===== config.mk =====
export PLATFORM = sky130hd
export DESIGN_NAME = ufst_seq
export DESIGN_NICKNAME = d
export VERILOG_FILES = /design/src/sv/ufst_pkg.sv /design/src/sv/ufst_seq.sv
export SDC_FILE = /design/constraint.sdc
export NUM_CORES = 1
export LEC_CHECK = 0
export ABC_AREA = 1
export BUFFER_PORTS_ARGS = -buffer_cell sky130_fd_sc_hd__buf_4
export CORE_MARGIN = 4
export CORE_UTILIZATION = 28
export DETAILED_ROUTE_END_ITERATION = 10
export SYNTH_ARGS = -nofsm -noshare
export SYNTH_HDL_FRONTEND = slang
export SYNTH_SLANG_ARGS = --single-unit

===== constraint.sdc =====
create_clock -name clk -period 9.2 [get_ports clk]
set_input_delay 1.38 -clock clk [delete_from_list [all_inputs] [get_ports clk]]
set_output_delay 1.38 -clock clk [all_outputs]
set_load 0.05 [all_outputs]

===== src/sv/ufst_pkg.sv =====
// ----------------------------------------------------------------------------
// ufst_pkg
// Shared types and constants for the union-find spanning tree block.
// ----------------------------------------------------------------------------
package ufst_pkg;

  localparam int MAX_VERTICES = 1024;
  localparam int VIDX_W       = $clog2(MAX_VERTICES);
  localparam int CNT_W        = VIDX_W + 1;
  localparam int RANK_W       = 4;
  localparam int WGT_W        = 64;
  localparam int EW_W         = 32;

  localparam logic [RANK_W-1:0] RANK_LIMIT = RANK_W'(15);
  localparam logic [RANK_W-1:0] RANK_INIT  = RANK_W'(1);
  localparam logic [CNT_W-1:0]  COUNT_MAX  = CNT_W'(MAX_VERTICES);

  // register word index on the configuration port
  localparam logic REG_VERTEX_COUNT = 1'b0;

  typedef logic [VIDX_W-1:0] vidx_t;
  typedef logic [CNT_W-1:0]  cnt_t;
  typedef logic [RANK_W-1:0] rank_t;
  typedef logic [WGT_W-1:0]  wgt_t;

  typedef struct packed {
    vidx_t                   vertex_a;
    vidx_t                   vertex_b;
    logic signed [EW_W-1:0]  edge_weight;
  } in_item_t;

  typedef struct packed {
    logic                     joined;
    logic                     bad_vertex;
    cnt_t                     components_left;
    logic signed [WGT_W-1:0]  tree_weight;
  } out_item_t;

  // one entry of the link store: rank of the entry and its parent
  typedef struct packed {
    rank_t rank;
    vidx_t parent;
  } link_t;

  // access requests from the sequencer to the store
  typedef struct packed {
    logic  p_re;
    vidx_t p_raddr;
    logic  p_we;
    vidx_t p_waddr;
    link_t p_wdata;
    logic  w_re;
    vidx_t w_raddr;
    logic  w_we;
    vidx_t w_waddr;
    wgt_t  w_wdata;
  } store_req_t;

endpackage


===== src/sv/ufst_seq.sv =====
// ----------------------------------------------------------------------------
// ufst_seq
// Sequencer: clearing sweep, find walks with path compression, union update.
// ----------------------------------------------------------------------------
module ufst_seq (
  input  logic                  clk,
  input  logic                  rst_n,
  input  logic                  start,
  input  ufst_pkg::in_item_t    item,
  input  logic                  cfg_we,
  input  ufst_pkg::cnt_t        cfg_count,
  input  ufst_pkg::link_t       p_rdata,
  input  ufst_pkg::wgt_t        w_rdata,
  output ufst_pkg::store_req_t  req,
  output logic                  busy,
  output ufst_pkg::cnt_t        vertex_count,
  output logic                  out_valid,
  output ufst_pkg::out_item_t   out_item
);

  typedef enum logic [9:0] {
    S_IDLE  = 10'b0000000001,
    S_CLEAR = 10'b0000000010,
    S_FIND  = 10'b0000000100,
    S_COMP  = 10'b0000001000,
    S_UNI0  = 10'b0000010000,
    S_UNI1  = 10'b0000100000,
    S_UNI2  = 10'b0001000000,
    S_UNI3  = 10'b0010000000,
    S_RDW   = 10'b0100000000,
    S_DONE  = 10'b1000000000
  } state_t;

  typedef enum logic [2:0] {
    PH_A = 3'b001,
    PH_B = 3'b010,
    PH_Z = 3'b100
  } phase_t;

  state_t                state_r, state_nxt;
  phase_t                phase_r, phase_nxt;
  ufst_pkg::vidx_t       cur_r, cur_nxt;
  ufst_pkg::vidx_t       walkv_r, walkv_nxt;
  ufst_pkg::vidx_t       root_r, root_nxt;
  ufst_pkg::rank_t       rootrk_r, rootrk_nxt;
  ufst_pkg::vidx_t       ra_r, ra_nxt;
  ufst_pkg::rank_t       rka_r, rka_nxt;
  ufst_pkg::vidx_t       win_r, win_nxt;
  ufst_pkg::vidx_t       lose_r, lose_nxt;
  ufst_pkg::rank_t       wrk_r, wrk_nxt;
  ufst_pkg::rank_t       lrk_r, lrk_nxt;
  logic                  eq_r, eq_nxt;
  ufst_pkg::wgt_t        acc_r, acc_nxt;
  ufst_pkg::cnt_t        total_r, total_nxt;
  ufst_pkg::cnt_t        vc_r, vc_nxt;
  ufst_pkg::vidx_t       clr_r, clr_nxt;
  ufst_pkg::in_item_t    item_r, item_nxt;
  logic                  joined_r, joined_nxt;
  logic                  bad_r, bad_nxt;
  logic                  ov_r, ov_nxt;
  ufst_pkg::out_item_t   oi_r, oi_nxt;

  logic                  fin;
  ufst_pkg::vidx_t       rt;
  ufst_pkg::rank_t       rk;
  ufst_pkg::wgt_t        ew_ext;

  assign busy         = (state_r != S_IDLE);
  assign vertex_count = vc_r;
  assign out_valid    = ov_r;
  assign out_item     = oi_r;
  assign ew_ext = {{(ufst_pkg::WGT_W-ufst_pkg::EW_W){item_r.edge_weight[ufst_pkg::EW_W-1]}},
                   item_r.edge_weight};

  always_comb begin
    state_nxt  = state_r;
    phase_nxt  = phase_r;
    cur_nxt    = cur_r;
    walkv_nxt  = walkv_r;
    root_nxt   = root_r;
    rootrk_nxt = rootrk_r;
    ra_nxt     = ra_r;
    rka_nxt    = rka_r;
    win_nxt    = win_r;
    lose_nxt   = lose_r;
    wrk_nxt    = wrk_r;
    lrk_nxt    = lrk_r;
    eq_nxt     = eq_r;
    acc_nxt    = acc_r;
    total_nxt  = total_r;
    vc_nxt     = vc_r;
    clr_nxt    = clr_r;
    item_nxt   = item_r;
    joined_nxt = joined_r;
    bad_nxt    = bad_r;
    ov_nxt     = 1'b0;
    oi_nxt     = oi_r;
    req        = '0;
    fin        = 1'b0;
    rt         = root_r;
    rk         = rootrk_r;

    case (state_r)
      S_IDLE: begin
        // a new count sweeps the store back to identity; otherwise start accepts an edge
        if (cfg_we) begin
          vc_nxt    = cfg_count;
          total_nxt = cfg_count;
          clr_nxt   = '0;
          state_nxt = S_CLEAR;
        end else if (start) begin
          item_nxt   = item;
          joined_nxt = 1'b0;
          bad_nxt    = ({1'b0, item.vertex_a} >= vc_r) || ({1'b0, item.vertex_b} >= vc_r);
          phase_nxt  = PH_A;
          cur_nxt    = item.vertex_a;
          walkv_nxt  = item.vertex_a;
          if (({1'b0, item.vertex_a} >= vc_r) || ({1'b0, item.vertex_b} >= vc_r)) begin
            phase_nxt = PH_Z;
            cur_nxt   = '0;
            walkv_nxt = '0;
          end
          req.p_re    = 1'b1;
          req.p_raddr = cur_nxt;
          state_nxt   = S_FIND;
        end
      end
      S_CLEAR: begin
        req.p_we    = 1'b1;
        req.p_waddr = clr_r;
        req.p_wdata = '{rank: ufst_pkg::RANK_INIT, parent: clr_r};
        req.w_we    = 1'b1;
        req.w_waddr = clr_r;
        req.w_wdata = '0;
        clr_nxt     = clr_r + 1'b1;
        if (clr_r == ufst_pkg::vidx_t'(ufst_pkg::MAX_VERTICES - 1)) begin
          state_nxt = S_IDLE;
        end
      end
      S_FIND: begin
        // advance one link per cycle until an entry points at itself
        if (p_rdata.parent == cur_r) begin
          root_nxt   = cur_r;
          rootrk_nxt = p_rdata.rank;
          if (walkv_r == cur_r) begin
            fin = 1'b1;
            rt  = cur_r;
            rk  = p_rdata.rank;
          end else begin
            cur_nxt     = walkv_r;
            req.p_re    = 1'b1;
            req.p_raddr = walkv_r;
            state_nxt   = S_COMP;
          end
        end else begin
          cur_nxt     = p_rdata.parent;
          req.p_re    = 1'b1;
          req.p_raddr = p_rdata.parent;
        end
      end
      S_COMP: begin
        // point the visited entry straight at the root, keep its rank
        req.p_we    = 1'b1;
        req.p_waddr = cur_r;
        req.p_wdata = '{rank: p_rdata.rank, parent: root_r};
        if (p_rdata.parent == root_r) begin
          fin = 1'b1;
        end else begin
          cur_nxt     = p_rdata.parent;
          req.p_re    = 1'b1;
          req.p_raddr = p_rdata.parent;
        end
      end
      S_UNI0: begin
        req.p_we    = 1'b1;
        req.p_waddr = lose_r;
        req.p_wdata = '{rank: lrk_r, parent: win_r};
        req.w_re    = 1'b1;
        req.w_raddr = win_r;
        state_nxt   = S_UNI1;
      end
      S_UNI1: begin
        if (eq_r && (wrk_r < ufst_pkg::RANK_LIMIT)) begin
          req.p_we    = 1'b1;
          req.p_waddr = win_r;
          req.p_wdata = '{rank: wrk_r + 1'b1, parent: win_r};
        end
        acc_nxt     = w_rdata + ew_ext;
        req.w_re    = 1'b1;
        req.w_raddr = lose_r;
        state_nxt   = S_UNI2;
      end
      S_UNI2: begin
        acc_nxt   = acc_r + w_rdata;
        state_nxt = S_UNI3;
      end
      S_UNI3: begin
        req.w_we    = 1'b1;
        req.w_waddr = win_r;
        req.w_wdata = acc_r;
        if (total_r > ufst_pkg::cnt_t'(1)) begin
          total_nxt = total_r - 1'b1;
        end
        joined_nxt  = 1'b1;
        phase_nxt   = PH_Z;
        cur_nxt     = '0;
        walkv_nxt   = '0;
        req.p_re    = 1'b1;
        req.p_raddr = '0;
        state_nxt   = S_FIND;
      end
      S_RDW: begin
        req.w_re    = 1'b1;
        req.w_raddr = root_r;
        state_nxt   = S_DONE;
      end
      S_DONE: begin
        ov_nxt    = 1'b1;
        oi_nxt    = '{joined: joined_r, bad_vertex: bad_r,
                      components_left: total_r, tree_weight: w_rdata};
        state_nxt = S_IDLE;
      end
      default: begin
        state_nxt = S_IDLE;
      end
    endcase

    // hand the found root to the next step of the item
    if (fin) begin
      case (phase_r)
        PH_A: begin
          ra_nxt      = rt;
          rka_nxt     = rk;
          phase_nxt   = PH_B;
          cur_nxt     = item_r.vertex_b;
          walkv_nxt   = item_r.vertex_b;
          req.p_re    = 1'b1;
          req.p_raddr = item_r.vertex_b;
          state_nxt   = S_FIND;
        end
        PH_B: begin
          if (ra_r == rt) begin
            phase_nxt   = PH_Z;
            cur_nxt     = '0;
            walkv_nxt   = '0;
            req.p_re    = 1'b1;
            req.p_raddr = '0;
            state_nxt   = S_FIND;
          end else begin
            eq_nxt = (rka_r == rk);
            if (rka_r < rk) begin
              win_nxt  = rt;
              wrk_nxt  = rk;
              lose_nxt = ra_r;
              lrk_nxt  = rka_r;
            end else begin
              win_nxt  = ra_r;
              wrk_nxt  = rka_r;
              lose_nxt = rt;
              lrk_nxt  = rk;
            end
            state_nxt = S_UNI0;
          end
        end
        default: begin
          root_nxt  = rt;
          state_nxt = S_RDW;
        end
      endcase
    end
  end

  // control state
  always_ff @(posedge clk) begin
    if (!rst_n) begin
      state_r <= S_CLEAR;
      phase_r <= PH_A;
      clr_r   <= '0;
      vc_r    <= ufst_pkg::COUNT_MAX;
      total_r <= ufst_pkg::COUNT_MAX;
      ov_r    <= 1'b0;
    end else begin
      state_r <= state_nxt;
      phase_r <= phase_nxt;
      clr_r   <= clr_nxt;
      vc_r    <= vc_nxt;
      total_r <= total_nxt;
      ov_r    <= ov_nxt;
    end
  end

  // datapath registers
  always_ff @(posedge clk) begin
    cur_r    <= cur_nxt;
    walkv_r  <= walkv_nxt;
    root_r   <= root_nxt;
    rootrk_r <= rootrk_nxt;
    ra_r     <= ra_nxt;
    rka_r    <= rka_nxt;
    win_r    <= win_nxt;
    lose_r   <= lose_nxt;
    wrk_r    <= wrk_nxt;
    lrk_r    <= lrk_nxt;
    eq_r     <= eq_nxt;
    acc_r    <= acc_nxt;
    item_r   <= item_nxt;
    joined_r <= joined_nxt;
    bad_r    <= bad_nxt;
    oi_r     <= oi_nxt;
  end

endmodule


==> results.py <==
metrics = {
    "status": {
        "run_status": "complete, no violations",
    },
    "yosys": {
        "synth_most_common_cell": "nand2_1",
        "avgSynthCellArea_um2": 8.14,
        "synth_enable_flop_cells": 232,
        "synthesis.area_um2": 18500,
        "syn-num-nets": 2515,
        "yosys.area.top_type_share": 0.376,
        "synth_seq_area_share": 0.458,
        "synth.area.top_cells": "edfxtp_1 38%, nand2_1 9.6%, dfxtp_1 8.2%",
        "yosys_warnings": 0,
        "ys_seq_elements": 308,
        "ys.flop_type": "edfxtp_1",
        "synth.distinct_cells": 52,
        "async_flop_share": 0,
        "synth_area_leader_cell": "edfxtp_1",
        "synth_common_cells": "475 x nand2_1, 346 x inv_1, 249 x nor2_1",
        "syn_inst": 2276,
    },
    "clock_network": {
        "clock_latency_ns": 0.57,
        "clk_pin_slew_ns": 0.06,
        "clock-root-buffer": "clkbuf_16",
        "cts_buffers": 38,
        "cts_resized": 0,
        "cts_hold_buf": 0,
        "post-cts-setup-buffers": 0,
        "cts_tree": "done",
        "clockBufferDepth": 3,
        "clock_sinks": 308,
        "cts_max_level": 2,
    },
    "setup_path": {
        "r2r_start": "state_r[0]$_SDFFE_PN0P_",
        "critical_path_buf_inv_count": 8,
        "critPathMaxFanout": 24,
        "worstSetupPathType": "flop to output pin",
        "slowest_stage": "inv_1",
        "r2r_cells": 23,
        "arrival_ns": 4.43,
        "max_stage_delay_ns": 0.51,
        "crit_chain": "nor2_2, nand2_1, inv_1, nand4_1, buf_4, clkinv_1, nand3_1, inv_1, nor2_1, nor2_1, buf_4, inv_1, nor2_1, nor2_1, inv_1, buf_4",
        "end_kind": "output pin",
        "critPathLaunchType": "flop",
        "cp.depth": 16,
        "critPathTopFamily": "buffers and inverters",
        "r2r_end": "acc_r[46]$_DFFE_PP_",
        "rrSetupSlack_ns": 4.08,
        "endpoint": "req[111]",
        "required_ns": 7.82,
        "startpoint": "state_r[6]$_SDFFE_PN0P_",
    },
    "finish": {
        "layout-drive-gt1-share": 0.174,
        "fin_nets": 2870,
        "area_growth_syn_to_layout_pct": 26.2,
        "fillCellCount": 6957,
        "final_cell_area_um2": 23400,
        "num_antenna_cells": 0,
        "multi_input_area_um2": 8510,
        "register_area_um2": 8490,
    },
    "drt": {
        "drt-total-wl_um": 67000,
        "firstDrtPassIters": 5,
        "ant_nets": 0,
        "route.detailed.drc": 0,
        "wl_per_cell_um": 19.0,
        "drt_iter0_drc": 1226,
        "viasPerCell": 4.88,
        "vias": 17200,
    },
    "timing": {
        "hold_violations": 0,
        "tns_ns": 0,
        "finClkSkew_ns": 0.0360,
        "setup_viol": 0,
        "fin_crit_sh": 0.632,
        "finalCriticalPeriod_ns": 5.81,
        "max_freq_ghz": 0.172,
        "slew_headroom": 0.222,
        "rsz0062_at_grt": "false",
        "worst_pin_slew_ns": 1.17,
        "slew_viol_final": 0,
    },
    "global_routing": {
        "grt_pass1_vias": 16800,
        "antenna_found_initial": 5,
        "overflow": 0,
        "grt_max_degree": 74,
        "grt_usage": 0.183,
        "grt_pass1_wl_um": 100000,
    },
    "floorplanning": {
        "die-area_um2": 70300,
        "chipWidth_um": 265,
        "die-height_um": 265,
        "io_pins": 357,
        "initial_core_util": 0.282,
        "coreArea_um2": 65600,
        "row_count": 94,
    },
    "place": {
        "placed_cell_area_um2": 22200,
        "gp_congestion": 0.948,
        "hpwlAfterDp_um": 52800,
        "numPortBuffers": 356,
    },
    "run": {
        "maxCapViolCount": 0,
    },
    "pwr": {
        "ir_drop_v": 0.000130,
        "power_density_nw_per_um2": 153,
        "power.leakage_nw": 10.5,
    },
    "min_path": {
        "hp-class": "flop to flop",
    },
}
-- per-layer routing --
layer	vias up	track usage	part of all wire
met5	-	0	0.00082
met4	8	0.0680	0.039
met3	130	0.0561	0.093
met2	660	0.295	0.45
met1	7996	0.231	0.41
li1	8397	-	-
-- kinds of logic after synthesis --
group                    synth area share
AO/OA/AOI/OAI                       0.150
adder cells (fa/ha/maj)            0.0639
flip-flops                          0.458
XOR/XNOR                           0.0374
buffers and inverters              0.0843
AND/OR/NAND/NOR                     0.206
-- through the flow --
stage / utilization / power [mW] / cells / worst slack, ns / hold slack (ns)
6_report: 0.356 / 3.57 / 3524 / 3.39 / 0.428
5_1_grt: 0.356 / 3.72 / 3524 / 3.00 / 0.435
4_1_cts: 0.356 / 3.60 / 3524 / 3.39 / 0.431
3_5_place_dp: 0.338 / 2.11 / 3455 / 3.49 / 0.414
3_3_place_gp: 0.338 / 2.11 / 3455 / 3.54 / 0.407
2_1_floorplan: - / 1.90 / 2276 / 1.12 / 0.400
-- area by class of cell --
class                   instances  share of cell area
clock buffers                  52              0.0442
clock inverters                17             0.00696
inverters                     354              0.0569
multi-input cells            1561               0.364
flip-flops and latches        308               0.363
well taps                     864              0.0463
repair buffers                368               0.118
-- how the worst min path moves through the flow --
| stage | from | slack, ns | cells after the start | endpoint |
|---|---|---|---|---|
| after global placement | joined_r$_DFFE_PP_ | 0.41 | 0 | out_item[76]$_DFFE_PP_ |
| after CTS | bad_r$_DFFE_PP_ | 0.43 | 0 | out_item[75]$_DFFE_PP_ |
| after global routing | bad_r$_DFFE_PP_ | 0.43 | 0 | out_item[75]$_DFFE_PP_ |
| final | joined_r$_DFFE_PP_ | 0.43 | 0 | out_item[76]$_DFFE_PP_ |
| after floorplan | bad_r$_DFFE_PP_ | 0.40 | 0 | out_item[75]$_DFFE_PP_ |
| after detailed placement | bad_r$_DFFE_PP_ | 0.41 | 0 | out_item[75]$_DFFE_PP_ |
-- where the power goes --
group          switching [mW]  leakage, nW  internal [mW]
logic                   0.296         7.14          0.177
registers              0.0777         2.75           1.54
clock network           0.630        0.577          0.848
-- flip-flops by register name, summed over array words and instances, names as in the netlist, 11 cells and up --
name	flops
ew_ext	32
acc_r	64
vertex_count	11
total_r	11
out_item	77
-- cell usage in the layout, fill, tap and decap left out, drive strengths merged, types with 4 or more instances in the layout --
cell	netlist	layout
a211oi	7	7
a21o	12	12
a21oi	139	139
a221oi	4	4
a31oi	20	20
buf	14	368
clkbuf	39	52
clkinv	2	13
dfxtp	76	76
edfxtp	232	232
ha	93	93
inv	352	354
nand2	479	479
nand3	91	91
nand4	28	28
nor2	255	255
nor3	33	33
nor4	11	11
o2111ai	18	18
o211ai	20	20
o21a	12	12
o21ai	215	215
o221ai	18	18
o22ai	10	10
xnor2	18	18
xor2	61	61
-- worst reg2reg max path, cell delays in order, from the launching register on --
cell	delay, ns
dfxtp_1	0.34
nor2_1	0.17
inv_1	0.06
nor2_1	0.48
nand3_4	0.54
buf_4	0.51
nand2_1	0.14
o21ai_0	0.08
ha_1	0.23
fa_1	0.42
nand3_1	0.09
nand2_1	0.14
nand2_1	0.09
nand2_1	0.08
a21o_1	0.20
nand2_1	0.06
nand2_1	0.11
a21o_1	0.28
nand2_1	0.09
nand2_1	0.12
a21oi_1	0.36
o21ai_0	0.14
nand2_1	0.07
nand2_1	0.06
Power figures use the tool's default switching activity.
